**src/rtl/scc_pkg.sv**
```systemverilog
// Shared widths, codes and control structs for the strong connectivity checker.
`default_nettype none

package scc_pkg;

  localparam int VC_W   = 7;
  localparam int VTX_W  = 7;
  localparam int KIND_W = 2;

  localparam logic CMD_EDGE = 1'b0;
  localparam logic CMD_EVAL = 1'b1;

  localparam logic [KIND_W-1:0] KIND_ONE_WAY = 2'd1;
  localparam logic [KIND_W-1:0] KIND_TWO_WAY = 2'd2;

  typedef struct packed {
    logic init;
    logic issue;
    logic apply;
  } scc_front_ctl_t;

  typedef struct packed {
    logic pend_bit;
    logic any_pending;
    logic all_reached;
  } scc_front_sts_t;

endpackage

`default_nettype wire

```
**src/rtl/scc_frontier.sv**
```systemverilog
// Reached and pending vertex sets of one reachability walk.
`default_nettype none

module scc_frontier #(
  parameter int MAX_VERTICES = 64
) (
  input  logic                               clk,
  input  scc_pkg::scc_front_ctl_t            ctl,
  input  logic [$clog2(MAX_VERTICES)-1:0]    idx,
  input  logic [$clog2(MAX_VERTICES+1)-1:0]  n,
  input  logic [MAX_VERTICES-1:0]            row,
  output scc_pkg::scc_front_sts_t            sts
);
  import scc_pkg::*;

  localparam int CNT_W = $clog2(MAX_VERTICES + 1);
  localparam logic [MAX_VERTICES-1:0] ONE_BIT = MAX_VERTICES'(1);

  logic [MAX_VERTICES-1:0] reached_r, reached_nxt;
  logic [MAX_VERTICES-1:0] pending_r, pending_nxt;
  logic [MAX_VERTICES-1:0] mask_r, mask_nxt;
  logic [MAX_VERTICES-1:0] new_bits;

  always_comb begin
    for (int i = 0; i < MAX_VERTICES; i++) begin
      mask_nxt[i] = (CNT_W'(i) < n);
    end
    new_bits = ctl.apply ? (row & mask_r & ~reached_r) : '0;
    if (ctl.init) begin
      reached_nxt = ONE_BIT;
      pending_nxt = ONE_BIT;
    end else begin
      reached_nxt = reached_r | new_bits;
      pending_nxt = (pending_r & ~(ctl.issue ? (ONE_BIT << idx) : '0)) | new_bits;
    end
  end

  always_ff @(posedge clk) begin
    reached_r <= reached_nxt;
    pending_r <= pending_nxt;
    if (ctl.init) begin
      mask_r <= mask_nxt;
    end
  end

  assign sts.pend_bit    = pending_r[idx];
  assign sts.any_pending = |pending_r;
  assign sts.all_reached = &(reached_r | ~mask_r);

endmodule

`default_nettype wire

```
**config.mk**
```make
export PLATFORM = sky130hd
export DESIGN_NAME = scc_frontier
export DESIGN_NICKNAME = d
export VERILOG_FILES = /design/src/rtl/scc_pkg.sv /design/src/rtl/scc_frontier.sv
export SDC_FILE = /design/constraint.sdc
export NUM_CORES = 1
export LEC_CHECK = 0
export BUFFER_PORTS_ARGS = -buffer_cell sky130_fd_sc_hd__buf_2
export CAP_MARGIN = 20
export CELL_PAD_IN_SITES_DETAIL_PLACEMENT = 0
export CELL_PAD_IN_SITES_GLOBAL_PLACEMENT = 2
export CORE_UTILIZATION = 37
export DETAILED_ROUTE_END_ITERATION = 8
export PLACE_DENSITY = 0.85
export REMOVE_ABC_BUFFERS = 1
export SYNTH_ARGS = -nofsm -noshare
export SYNTH_HDL_FRONTEND = slang
export SYNTH_SLANG_ARGS = --single-unit
```
**constraint.sdc**
```tcl
create_clock -name clk -period 1.8 [get_ports clk]
set_input_delay 0.18 -clock clk [delete_from_list [all_inputs] [get_ports clk]]
set_output_delay 0.18 -clock clk [all_outputs]
set_load 0.02 [all_outputs]
```
### Yosys cells after proc, flatten, opt, wreduce, memory -nomap -nowiden

Cells that the tools add are included.

| word-level totals | value |
|---|---|
| flip-flop bits (word level) | 192 |
| word-level logic and storage cells | 84 |

| cells by class | value |
|---|---|
| magnitude comparators | 65 |
| shift-type cells | 1 |
| muxes and demuxes | 4 |
| bitwise operators | 9 |
| reductions and logical operators | 2 |

Operator list:

| cell | count |
|---|---|
| 6-bit by 7-bit < comparator with 1-bit output, first input constant | 32 |
| 64-bit bitwise AND | 3 |
| 64-bit inverter | 3 |
| 64-bit OR | 3 |
| 64-bit two-way mux | 2 |
| 5-bit by 7-bit < comparator with 1-bit output, first input constant | 16 |
| 64-bit AND reduction | 1 |
| 64-bit OR reduction | 1 |
| 1-bit by 6-bit left shift with 64-bit output, first input constant | 1 |
| 4-bit by 7-bit < comparator with 1-bit output, first input constant | 8 |
| 3-bit by 7-bit < comparator with 1-bit output, first input constant | 4 |
| 1-bit by 7-bit < comparator with 1-bit output, first input constant | 2 |
| 2-bit by 7-bit < comparator with 1-bit output, first input constant | 2 |
| 6-bit by 7-bit < comparator with 1-bit output, second input constant | 1 |
| 1-bit binary-select mux with 6-bit select | 1 |
| 1-bit two-way mux | 1 |

### Depth between registers and ports, before layout

Gate-level depths: netlist (run 1).

| depth | value |
|---|---|
| depth after elaboration | 5 |
| depth in mapped cells | 8 |
| depth with buffers taken out | 6 |

### Worst setup path before layout (run 1)

No wires, ideal clock.

| timing | value |
|---|---|
| path type | reg2out |
| start | register mask_r[35] |
| end | output sts[0] (netlist bit) |
| data arrival time | 1.795 ns |
| path slack | -0.175 ns |
| cell stages (with the launch flop) | 6 |
| path buffers | 0 |
| cells stage by stage | edfxtp_1 nor2b_1 or4_1 nor2_1 nand4_1 nor4_1 |

RTL lines:

| element | line | RTL |
|---|---|---|
| from (decl) | scc_frontier.sv:21 | `logic [MAX_VERTICES-1:0] mask_r, mask_nxt;` |
| from (signal assigned) | scc_frontier.sv:42 | `mask_r <= mask_nxt;` |
| to (decl) | scc_frontier.sv:12 | `output scc_pkg::scc_front_sts_t sts` |

==> results of run 1 <==
-- power by group through the flow --
| stage | Sequential, mW | Combinational [mW] | Clock (mW) |
|---|---|---|---|
| 3_3_place_gp | 5.02 | 1.20 | 0 |
| 2_1_floorplan | 4.95 | 0.530 | 0 |
| 3_5_place_dp | 5.02 | 1.20 | 0 |
| 6_report | 4.95 | 1.25 | 3.87 |
| 5_1_grt | 4.97 | 1.37 | 4.06 |
| 4_1_cts | 4.94 | 1.24 | 3.91 |
-- timing repair --
item | CTS | global route
resized for setup | 37 | 8
pin swaps | 11 | 4
hold buffers | 0 | 0
gates cloned | 0 | 0
setup endpoints to repair | 3 | 3
-- cells in the final DEF (no fill, tap or decap), types with 4 or more instances in the layout --
cell / synthesis / layout
sky130_fd_sc_hd__mux4_1: 8 / 5
sky130_fd_sc_hd__nand4_1: 18 / 18
sky130_fd_sc_hd__buf_2: 2 / 79
sky130_fd_sc_hd__dfxtp_1: 128 / 117
sky130_fd_sc_hd__nor4_4: 0 / 4
sky130_fd_sc_hd__nor4_1: 29 / 18
sky130_fd_sc_hd__o21ai_0: 84 / 83
sky130_fd_sc_hd__dfxtp_2: 0 / 11
sky130_fd_sc_hd__nand2_1: 49 / 49
sky130_fd_sc_hd__mux4_2: 6 / 9
sky130_fd_sc_hd__edfxtp_1: 64 / 64
sky130_fd_sc_hd__buf_6: 1 / 4
sky130_fd_sc_hd__nor2_1: 21 / 21
sky130_fd_sc_hd__inv_1: 70 / 70
sky130_fd_sc_hd__nor4_2: 0 / 7
sky130_fd_sc_hd__a21oi_1: 143 / 142
sky130_fd_sc_hd__buf_4: 1 / 79
sky130_fd_sc_hd__clkbuf_16: 0 / 20
sky130_fd_sc_hd__nor2b_1: 61 / 59
sky130_fd_sc_hd__buf_12: 0 / 6
sky130_fd_sc_hd__a21o_1: 4 / 4
sky130_fd_sc_hd__nand3_1: 60 / 60
-- through the flow --
stage	hold WS (ns)	utilization (%)
global route	0.0391	47.7
CTS	0.0193	47.6
finish	0.0315	47.7
global placement	0.430	44.1
detailed placement	0.431	44.1
floorplan	0.249	-
-- layout make-up --
cell class / instances / area (µm²) / share of cell area (%)
sequential: 192 / 4500 / 44.6
multi-input combinational: 527 / 3230 / 32.0
timing repair buffer: 168 / 1150 / 11.4
clock buffer: 22 / 508 / 5.03
tap: 275 / 344 / 3.41
inverter: 70 / 263 / 2.60
clock inverter: 10 / 93.8 / 0.930
antenna: 1 / 2.50 / 0.0248
-- synthesized netlist by cell type --
master | instances | area share (%)
sky130_fd_sc_hd__nor3b_1 | 1 | 0.094
sky130_fd_sc_hd__o31ai_1 | 1 | 0.094
sky130_fd_sc_hd__nor4_1 | 29 | 2.3
sky130_fd_sc_hd__nor2_2 | 1 | 0.078
sky130_fd_sc_hd__mux2i_1 | 2 | 0.25
sky130_fd_sc_hd__nand3b_1 | 2 | 0.19
sky130_fd_sc_hd__buf_2 | 2 | 0.12
sky130_fd_sc_hd__or3b_1 | 1 | 0.11
sky130_fd_sc_hd__buf_6 | 1 | 0.14
sky130_fd_sc_hd__inv_1 | 70 | 3.3
sky130_fd_sc_hd__mux4_1 | 8 | 2.6
sky130_fd_sc_hd__o21ai_0 | 84 | 5.2
sky130_fd_sc_hd__nand2_1 | 49 | 2.3
sky130_fd_sc_hd__nand3_1 | 60 | 3.7
sky130_fd_sc_hd__a2111oi_0 | 1 | 0.11
sky130_fd_sc_hd__a211oi_1 | 1 | 0.094
sky130_fd_sc_hd__o211ai_1 | 2 | 0.19
sky130_fd_sc_hd__a221oi_1 | 1 | 0.11
sky130_fd_sc_hd__nand4_1 | 18 | 1.4
sky130_fd_sc_hd__buf_1 | 3 | 0.14
sky130_fd_sc_hd__dfxtp_1 | 128 | 32
sky130_fd_sc_hd__or4_1 | 3 | 0.28
sky130_fd_sc_hd__or2_2 | 2 | 0.16
sky130_fd_sc_hd__clkbuf_1 | 37 | 1.7
sky130_fd_sc_hd__a21o_1 | 4 | 0.37
sky130_fd_sc_hd__and2_1 | 2 | 0.16
sky130_fd_sc_hd__a22o_1 | 2 | 0.22
sky130_fd_sc_hd__a22oi_1 | 3 | 0.28
sky130_fd_sc_hd__nor3_1 | 3 | 0.19
sky130_fd_sc_hd__nand2b_1 | 3 | 0.23
sky130_fd_sc_hd__a21oi_1 | 143 | 8.9
sky130_fd_sc_hd__nor4b_1 | 1 | 0.11
sky130_fd_sc_hd__nor2b_1 | 61 | 4.8
sky130_fd_sc_hd__nor4b_2 | 1 | 0.19
sky130_fd_sc_hd__a31oi_1 | 3 | 0.23
sky130_fd_sc_hd__nor2_1 | 21 | 0.98
sky130_fd_sc_hd__mux4_2 | 6 | 1.7
sky130_fd_sc_hd__a221oi_2 | 1 | 0.19
sky130_fd_sc_hd__o311ai_0 | 1 | 0.11
sky130_fd_sc_hd__edfxtp_1 | 64 | 24
sky130_fd_sc_hd__mux2_2 | 4 | 0.56
sky130_fd_sc_hd__o21a_1 | 2 | 0.19
sky130_fd_sc_hd__buf_4 | 1 | 0.094
-- registers in the layout (all words and copies together) (netlist names) --
register / cells
mask_r: 64
pending_r: 64
reached_r: 64
-- critical path: cells and delay by family (launching register included) --
kind	cells	cell delay (ns)
simple gates	5	1.24
buf+inv	1	0.20
flops	1	0.37
-- logic make-up (layout without fill, tap and decap cells) --
family / Yosys count / count (layout)
multiplexers: 20 / 20
AO/OA/AOI/OAI: 249 / 249
other: 0 / 1
flip-flops: 192 / 192
AND/OR/NAND/NOR: 258 / 258
buffers and inverters: 114 / 270
-- path summary, 6_finish.rpt --
kind / start / endpoint / slack, ns / cells past startpoint
max: mask_r[56] / sts[0] / -0.62 / 6
min: row[50] / pending_r[50] / 0.03 / 3
max reg2reg: mask_r[56] / reached_r[56] / 0.61 / 4
min reg2reg: reached_r[1] / reached_r[1] / 0.45 / 2
-- per-layer routing --
metal	track usage [%]	up-vias
met1	34.5	3319
li1	-	3285
met5	0	-
met4	8.78	0
met3	4.34	34
met2	37.0	192
==> reports/metrics.yaml, run 1 <==
run_status: "finished with violations"
failing_checks: "negative setup slack"
post-dp-hpwl_mm: 19.8
path_class: "flop to output port"
core.rowCount: 53
cts_post_setup_buffers_inserted: 0
synth.distinct_cells: 43
power_switching_share_pct: 25.4
drcViolationCount: 0
synth_area_in_xor_xnor_pct: 0
comb_power_share_pct: 12.4
setup_viol: 3
worst_setup_path_start_kind: "flop"
critPathArrivalTime_ns: 2.24
portion_of_total_power_attributed_to_the_clock_network_pct: 38.4
critical_path.max_fanout: 2
slowest_stage: "sky130_fd_sc_hd__or4_1"
grt_antenna_before_repair: 1
avgRoutedWirePerCell_um: 20.8
placement_stage_worst_setup_slack_ns: -0.281
layout-area-overhead-vs-synth_pct: 25.7
grt_start_max_net_pins: 71
dp.cells: 1232
report.power.total_mw: 10.1
slew_limit_headroom_pct: 64.1
initialDrtViolationCount: 591
total_routing_resource_utilization_after_global_routing_pct: 24.4
boundaryPins: 84
fin_ws_ns: -0.622
syn_area_mm2: 0.00803
yosys-mux-area-fraction_pct: 5.11
power.density_cell_area_mw_per_mm2: 997
core_area_mm2: 0.0212
postSynthCellCount: 833
wl_met2_mm: 12.0
final.period_utilization_pct: 135
post_route_skew_ns: 0.0123
hold_path_class: "input pin to flop"
ys_warn_count: 0
placedInstanceArea_mm2: 0.00933
synth_top_family_by_area: "simple AND/OR/NAND/NOR gates"
tritoncts: "done"
worst_pin_slew_ns: 0.534
ratio_of_cells_with_drive_above_1_in_the_final_layout_pct: 24.6
sum_of_routed_wire_length_over_all_layers_mm: 26.3
m1WireLength_mm: 12.3
number_of_buffers_inserted_during_clock_tree_synthesis: 17
postRouteAntennaNets: 0
via_count: 6830
global_route_wire_length_before_repair_mm: 39.4
final.fill_count: 2022
place.port_buffers: 83
floorplan.initialDensity_pct: 38.0
global_route.overflow_total: 0
numClockSinks: 192
p_leak_nw: 3.81
met3_length_mm: 1.40
cts_buffer_depth: 2
cp.required_ns: 1.62
synth-compound-area-share_pct: 16.3
unrepaired_setup_endpoints_after_global_routing: "true"
num-nets-final: 1057
achievable_freq_ghz: 0.413
die_width_um: 149
timing.setup.tns_ns: -1.37
dr.max_layer_used: "met4"
grt_pass1_vias: 6524
cts_root_buf: "sky130_fd_sc_hd__clkbuf_16"
clkSlewWorstSetupHoldPaths_ns: 0.07
final_area_mm2: 0.0101
postSynthAreaPerCell_um2: 9.64
gp_routability_congestion: 0.928
maxCapViolations: 0
yosysSeqAreaShare_pct: 55.9
critical_path.cell_chain: "nor2b_1 -> or4_1 -> nor2_1 -> nand4_1 -> nor4_4 -> buf_4"
chip_height_um: 149
die_area_mm2: 0.0223
final_cell_count_no_fill: 1265
switchingPower_mw: 2.55
critical-path-max-stage-delay_ns: 0.50
final_hold_viol_count: 0
part_of_the_power_in_registers_pct: 49.2
clk_latency_ns: 0.44
critical_path.endpoint_type: "output port"
maximum_level_of_the_cts_h_tree: 4
cell_internal_pwr_mw: 7.51
final_max_tran_viols: 0
ir_drop_uv: 605
synthAdderAreaFrac_pct: 0
ys_seq_elements: 192
routed_via_density: 5.40
number_of_optimization_iterations_in_the_first_detailed_route_pass: 7
synth-simple-area-share_pct: 17.2
fin_crit_ns: 2.42
(Power assumes the default switching activity.)
==> run 2: changes to the inputs <==
clock period = 2.5 ns   (was 1.8 ns; I/O delays follow)
==> run 2 against run 1 <==
The run now ends clean. Hold slack improved by 0.094 ns. Flip-flop and latch count did not move. Non-clock buffer count fell by 66. Final cell count fell by 5.3%. First-iteration DRC count fell by 1.5%. Critical path type unchanged.
==> reports/metrics.yaml, run 2 (synthesized netlist as in run 1, its figures left out) <==
path_class: "flop to output port"
regArea_mm2: 0.00448
drcViolationCount: 0
cts_buffer_depth: 2
worst_r2r_src: "mask_r[42]"
crit_start: "mask_r[35]"
final_cell_count_no_fill: 1198
dp.cells: 1166
final_hold_viol_count: 0
critical_path.cell_chain: "nor2b_1 -> or4_4 -> nor2_2 -> nand4_1 -> nor4_4 -> buf_4"
layout-area-overhead-vs-synth_pct: 16.7
via_count: 6562
report.power.total_mw: 6.85
global_route_wire_length_before_repair_mm: 38.4
gp_routability_congestion: 0.937
num-nets-final: 991
die_area_mm2: 0.0223
core_area_mm2: 0.0212
worst_setup_path_start_kind: "flop"
cts_root_buf: "sky130_fd_sc_hd__clkbuf_16"
ratio_of_cells_with_drive_above_1_in_the_final_layout_pct: 16.3
critPathArrivalTime_ns: 2.23
power.density_cell_area_mw_per_mm2: 731
maximum_level_of_the_cts_h_tree: 4
final.period_utilization_pct: 99.2
critical-path-max-stage-delay_ns: 0.55
final_area_mm2: 0.00937
min_to: "reached_r[7]"
postRouteAntennaNets: 0
clkSlewWorstSetupHoldPaths_ns: 0.07
routed_via_density: 5.48
run_status: "completed"
worst_pin_slew_ns: 0.737
die_width_um: 149
initialDrtViolationCount: 582
most_common_cell_after_layout_fill_and_taps_aside: "sky130_fd_sc_hd__a21oi_1"
final.fill_count: 2082
achievable_freq_ghz: 0.403
total_routing_resource_utilization_after_global_routing_pct: 23.9
hold_path_class: "input pin to flop"
place.port_buffers: 83
grt_start_max_net_pins: 60
r2r.worst_path.cells: 3
chip_height_um: 149
slew_limit_headroom_pct: 50.3
number_of_optimization_iterations_in_the_first_detailed_route_pass: 5
core.rowCount: 53
biggestRegsByFlops: "mask_r x64, pending_r x64, reached_r x64"
numClockSinks: 192
setup.reg_to_reg.worst_slack_ns: 1.42
multiInputGateArea_mm2: 0.00312
cts_post_setup_buffers_inserted: 0
p_leak_nw: 3.40
boundaryPins: 84
global_route.overflow_total: 0
critical_path.max_fanout: 2
clk_latency_ns: 0.43
grt_pass1_vias: 6288
ir_drop_uv: 442
post-dp-hpwl_mm: 19.1
grt_antenna_before_repair: 0
cp_num_buf_inv: 1
final_max_tran_viols: 0
timing.critical_path.max_delay_family: "simple AND/OR/NAND/NOR gates"
endpoint_of_the_most_critical_register_to_register_path: "reached_r[42]"
layout.cells.most_common_list: "143 x sky130_fd_sc_hd__a21oi_1, 128 x sky130_fd_sc_hd__dfxtp_1, 84 x sky130_fd_sc_hd__o21ai_0, 81 x sky130_fd_sc_hd__buf_2, 70 x sky130_fd_sc_hd__inv_1"
post_route_skew_ns: 0.00786
setup_viol: 0
slowest_stage: "sky130_fd_sc_hd__or4_4"
placedInstanceArea_mm2: 0.00881
cp.required_ns: 2.25
tritoncts: "done"
fin_worst_hold_slack_ns: 0.125
floorplan.initialDensity_pct: 38.0
insertedDiodeCount: 0
sum_of_routed_wire_length_over_all_layers_mm: 25.4
timing.setup.tns_ns: 0
fin_crit_ns: 2.48
critical_path.endpoint_type: "output port"
maxCapViolations: 0
unrepaired_setup_endpoints_after_global_routing: "true"
whs_path_depth: 3
worstHoldStart: "row[7]"
avgRoutedWirePerCell_um: 21.2
number_of_buffers_inserted_during_clock_tree_synthesis: 17
[run 2: cell count changes in the layout (fill, tap and decap cells not counted), sizes merged]
cell      before  now
buf          168  102
clkinvlp       1    4
inv           73   75
diode          1    0
bufinv         1    0
clkbuf        22   18
[run 2: final cells by class]
cell class,count,area share [%]
multi-input cells,527,33.3
flip-flops and latches,192,47.9
inverters,70,2.80
well taps,275,3.67
repair buffers,102,6.58
clock inverters,14,1.17
clock buffers,18,4.58
[run 2: worst max-delay path by stage]
stage             end  slack [ns]  depth (start not counted)
3_3_place_gp   sts[0]        0.26                          6
6_report       sts[0]        0.02                          6
5_1_grt        sts[0]        -0.1                          6
3_5_place_dp   sts[0]        0.29                          6
2_1_floorplan  sts[0]        0.46                          5
4_1_cts        sts[0]       -0.03                          6
[run 2: where the power goes]
group          switching, mW  internal (mW)  total [mW]
sequential             0.112           3.44        3.55
combinational          0.460          0.288       0.748
clock                   1.26           1.29        2.56
total                   1.84           5.02        6.85
[run 2: stage by stage]
| stage | setup WS, ns | util [%] |
|---|---|---|
| floorplan | 0.455 | - |
| global placement | 0.255 | 41.6 |
| detailed placement | 0.286 | 41.6 |
| CTS | -0.0279 | 44.3 |
| global route | -0.0994 | 44.3 |
| finish | 0.0203 | 44.3 |
[run 2: worst register-to-register path, delay by kind of cell, from the launching register on]
| family | cells | cell delay, ns |
|---|---|---|
| compound gates | 1 | 0.22 |
| flops | 1 | 0.39 |
| simple gates | 2 | 0.41 |
[run 2: metal layers]
layer	share of wire [%]	track usage [%]	wire (µm)	up-vias
met5	0	0	0	-
met4	1.5	6.07	376	0
met3	5.2	4.50	1330	26
met2	46	37.1	11600	215
met1	48	34.0	12100	3156
li1	-	-	-	3165
[run 2: what timing repair did]
action / CTS / global route
resized for setup: 4 / 1
pin swaps: 0 / 0
hold buffers: 0 / 0
setup endpoints to repair: 1 / 1
==> run 3: changes to the inputs <==
ABC_AREA = 1   (was not set)
CORE_MARGIN = 2   (was not set)
CORE_UTILIZATION = 35   (was 37)
PLACE_DENSITY = 0.86   (was 0.85)
==> run 3 against run 2 <==
Final area increased by 7.7%. Hold slack got worse by 0.044 ns. Via count increased by 17%. Flip-flop and latch count unchanged.
==> reports/metrics.yaml, run 3 <==
run_status: "completed"
number_of_buffers_inserted_during_clock_tree_synthesis: 17
critical_path.cell_chain: "nand2_1 -> nand2_1 -> nor3_1 -> nand2_1 -> nor3b_1 -> nand2_1 -> nor2_1 -> buf_2"
post_cts_resized: 0
worst_setup_path_start_kind: "flop"
synth_top_cells_by_area: "sky130_fd_sc_hd__dfxtp_1 29%, sky130_fd_sc_hd__edfxtp_1 22%, sky130_fd_sc_hd__inv_1 9.7%"
worst_pin_slew_ns: 0.688
grt_start_max_net_pins: 129
cts_hold_repair.buffers: 0
postSynthCellCount: 1148
final_max_tran_viols: 0
total_routing_resource_utilization_after_global_routing_pct: 22.0
hold_path_class: "input pin to flop"
critical_path.endpoint_type: "output port"
clk_latency_ns: 0.43
boundaryPins: 84
fin_worst_hold_slack_ns: 0.0809
post_route_skew_ns: 0.0113
grt_pass1_vias: 7432
die_area_mm2: 0.0264
grt_antenna_before_repair: 0
cp_common_cell: "sky130_fd_sc_hd__nand2_1"
maxCapViolations: 0
crit_start: "mask_r[41]"
final.fill_count: 2600
floorplan.initialDensity_pct: 35.9
synth-async-reset-ratio_pct: 0
maximum_level_of_the_cts_h_tree: 4
final_hold_viol_count: 0
post-dp-hpwl_mm: 20.7
number_of_optimization_iterations_in_the_first_detailed_route_pass: 5
core.rowCount: 57
path_class: "flop to output port"
insertedDiodeCount: 0
cts_post_setup_buffers_inserted: 0
multiInputGateArea_mm2: 0.00316
cts_root_buf: "sky130_fd_sc_hd__clkbuf_16"
slowest_stage: "sky130_fd_sc_hd__edfxtp_1"
worstHoldStart: "n[6]"
initialDrtViolationCount: 719
report.power.total_mw: 7.04
global_route_wire_length_before_repair_mm: 43.4
most_frequent_cell_after_synthesis: "sky130_fd_sc_hd__inv_1"
achievable_freq_ghz: 0.420
fin_crit_ns: 2.38
tritoncts: "done"
synth_area_leader_cell: "sky130_fd_sc_hd__dfxtp_1"
p_leak_nw: 4.86
via_count: 7663
synth_top_area_share_pct: 29.2
biggestRegsByFlops: "mask_r x64, pending_r x64, reached_r x64"
postSynthAreaPerCell_um2: 7.65
ir_drop_uv: 458
netlist_top_cells_count: "228 x sky130_fd_sc_hd__inv_1, 198 x sky130_fd_sc_hd__nand2_1, 138 x sky130_fd_sc_hd__o21ai_0"
place.port_buffers: 83
chip_height_um: 162
setup_viol: 0
avgRoutedWirePerCell_um: 18.1
worst_r2r_src: "mask_r[7]"
synth_edf_count: 64
ratio_of_cells_with_drive_above_1_in_the_final_layout_pct: 12.7
timing.setup.tns_ns: 0
main_synth_ff_type: "sky130_fd_sc_hd__dfxtp_1"
die_width_um: 162
sum_of_routed_wire_length_over_all_layers_mm: 28.1
critical-path-max-stage-delay_ns: 0.39
ys_warn_count: 0
final.period_utilization_pct: 95.1
num-nets-final: 1301
routed_via_density: 4.92
synth.distinct_cells: 27
slew_limit_headroom_pct: 54.2
layout-area-overhead-vs-synth_pct: 14.9
cts_buffer_depth: 2
numClockSinks: 192
global_route.overflow_total: 0
yosysSeqAreaShare_pct: 51.0
ys_seq_elements: 192
most_common_cell_after_layout_fill_and_taps_aside: "sky130_fd_sc_hd__inv_1"
layout.cells.most_common_list: "228 x sky130_fd_sc_hd__inv_1, 198 x sky130_fd_sc_hd__nand2_1, 138 x sky130_fd_sc_hd__o21ai_0, 128 x sky130_fd_sc_hd__dfxtp_1, 88 x sky130_fd_sc_hd__a21oi_1"
syn_area_mm2: 0.00878
clkSlewWorstSetupHoldPaths_ns: 0.07
drcViolationCount: 0
regArea_mm2: 0.00448
critPathArrivalTime_ns: 2.13
critical_path.max_fanout: 2
power.density_cell_area_mw_per_mm2: 697
postRouteAntennaNets: 0
unrepaired_setup_endpoints_after_global_routing: "false"
cp.required_ns: 2.25
core_area_mm2: 0.0245
gp_routability_congestion: 0.840
## run 3: changes by cell type in the layout (fill, tap and decap cells not counted), moves of 8 or more
cell | previous run | this run
sky130_fd_sc_hd__a21oi_1 | 143 | 88
sky130_fd_sc_hd__mux4_1 | 8 | 0
sky130_fd_sc_hd__nand3_1 | 60 | 87
sky130_fd_sc_hd__inv_2 | 0 | 10
sky130_fd_sc_hd__nor3_1 | 3 | 12
sky130_fd_sc_hd__nor2b_1 | 61 | 0
sky130_fd_sc_hd__nor4_1 | 28 | 16
sky130_fd_sc_hd__nor2_1 | 20 | 68
sky130_fd_sc_hd__inv_1 | 70 | 228
sky130_fd_sc_hd__nand2_1 | 49 | 198
sky130_fd_sc_hd__o21ai_0 | 84 | 138
sky130_fd_sc_hd__o21ai_1 | 0 | 13
## run 3: critical path, delay by kind of cell (launching register included)
kind                   cells  cell delay (ns)
DFF                        1             0.39
and+or+nand+nor            7             1.12
buffers and inverters      1             0.17
## run 3: power by group
part / internal, mW / switching [mW] / leakage (nW)
sequential: 3.44 / 0.116 / 1.68
clock: 1.46 / 1.21 / 0.278
combinational: 0.262 / 0.554 / 2.90
## run 3: path summary, 6_finish.rpt
check                 end  slack, ns  cells past startpoint
min            mask_r[63]       0.08                      1
max reg2reg  reached_r[7]       1.38                      6
min reg2reg  reached_r[0]       0.45                      2
max                sts[0]       0.12                      8
## run 3: cell families (layout without fill, tap and decap cells)
family                 Yosys count  in the layout  synth area share [%]
buffers and inverters          286            371                  13.0
AO/OA/AOI/OAI                  247            247                  14.4
AND/OR/NAND/NOR                423            423                  21.6
flip-flops                     192            192                  51.0
## run 3: cell type report
| cell class | count | share of cell area (%) |
|---|---|---|
| Clock buffer | 23 | 5.06 |
| Clock inverter | 9 | 0.657 |
| Inverter | 239 | 8.89 |
| Multi-Input combinational cell | 670 | 31.3 |
| Sequential cell | 192 | 44.4 |
| Tap cell | 324 | 4.02 |
| Timing Repair Buffer | 100 | 5.65 |
## run 3: through the flow
stage / util, % / cells / cell area, µm² / setup slack (ns)
final: 41.3 / 1557 / 10100 / 0.121
after global routing: 41.3 / 1557 / 10100 / 0.0292
after CTS: 41.3 / 1557 / 10100 / 0.0682
after detailed placement: 38.9 / 1525 / 9520 / 0.488
after global placement: 38.9 / 1525 / 9520 / 0.494
after floorplan: - / 1101 / 8540 / 0.996
## run 3: metal layers
| metal | global-route usage [%] | part of all wire, % | wire (µm) |
|---|---|---|---|
| met5 | 0 | 0 | 0 |
| met4 | 5.71 | 1.5 | 429 |
| met3 | 3.11 | 4.3 | 1210 |
| met2 | 34.5 | 45 | 12800 |
| met1 | 31.9 | 49 | 13700 |
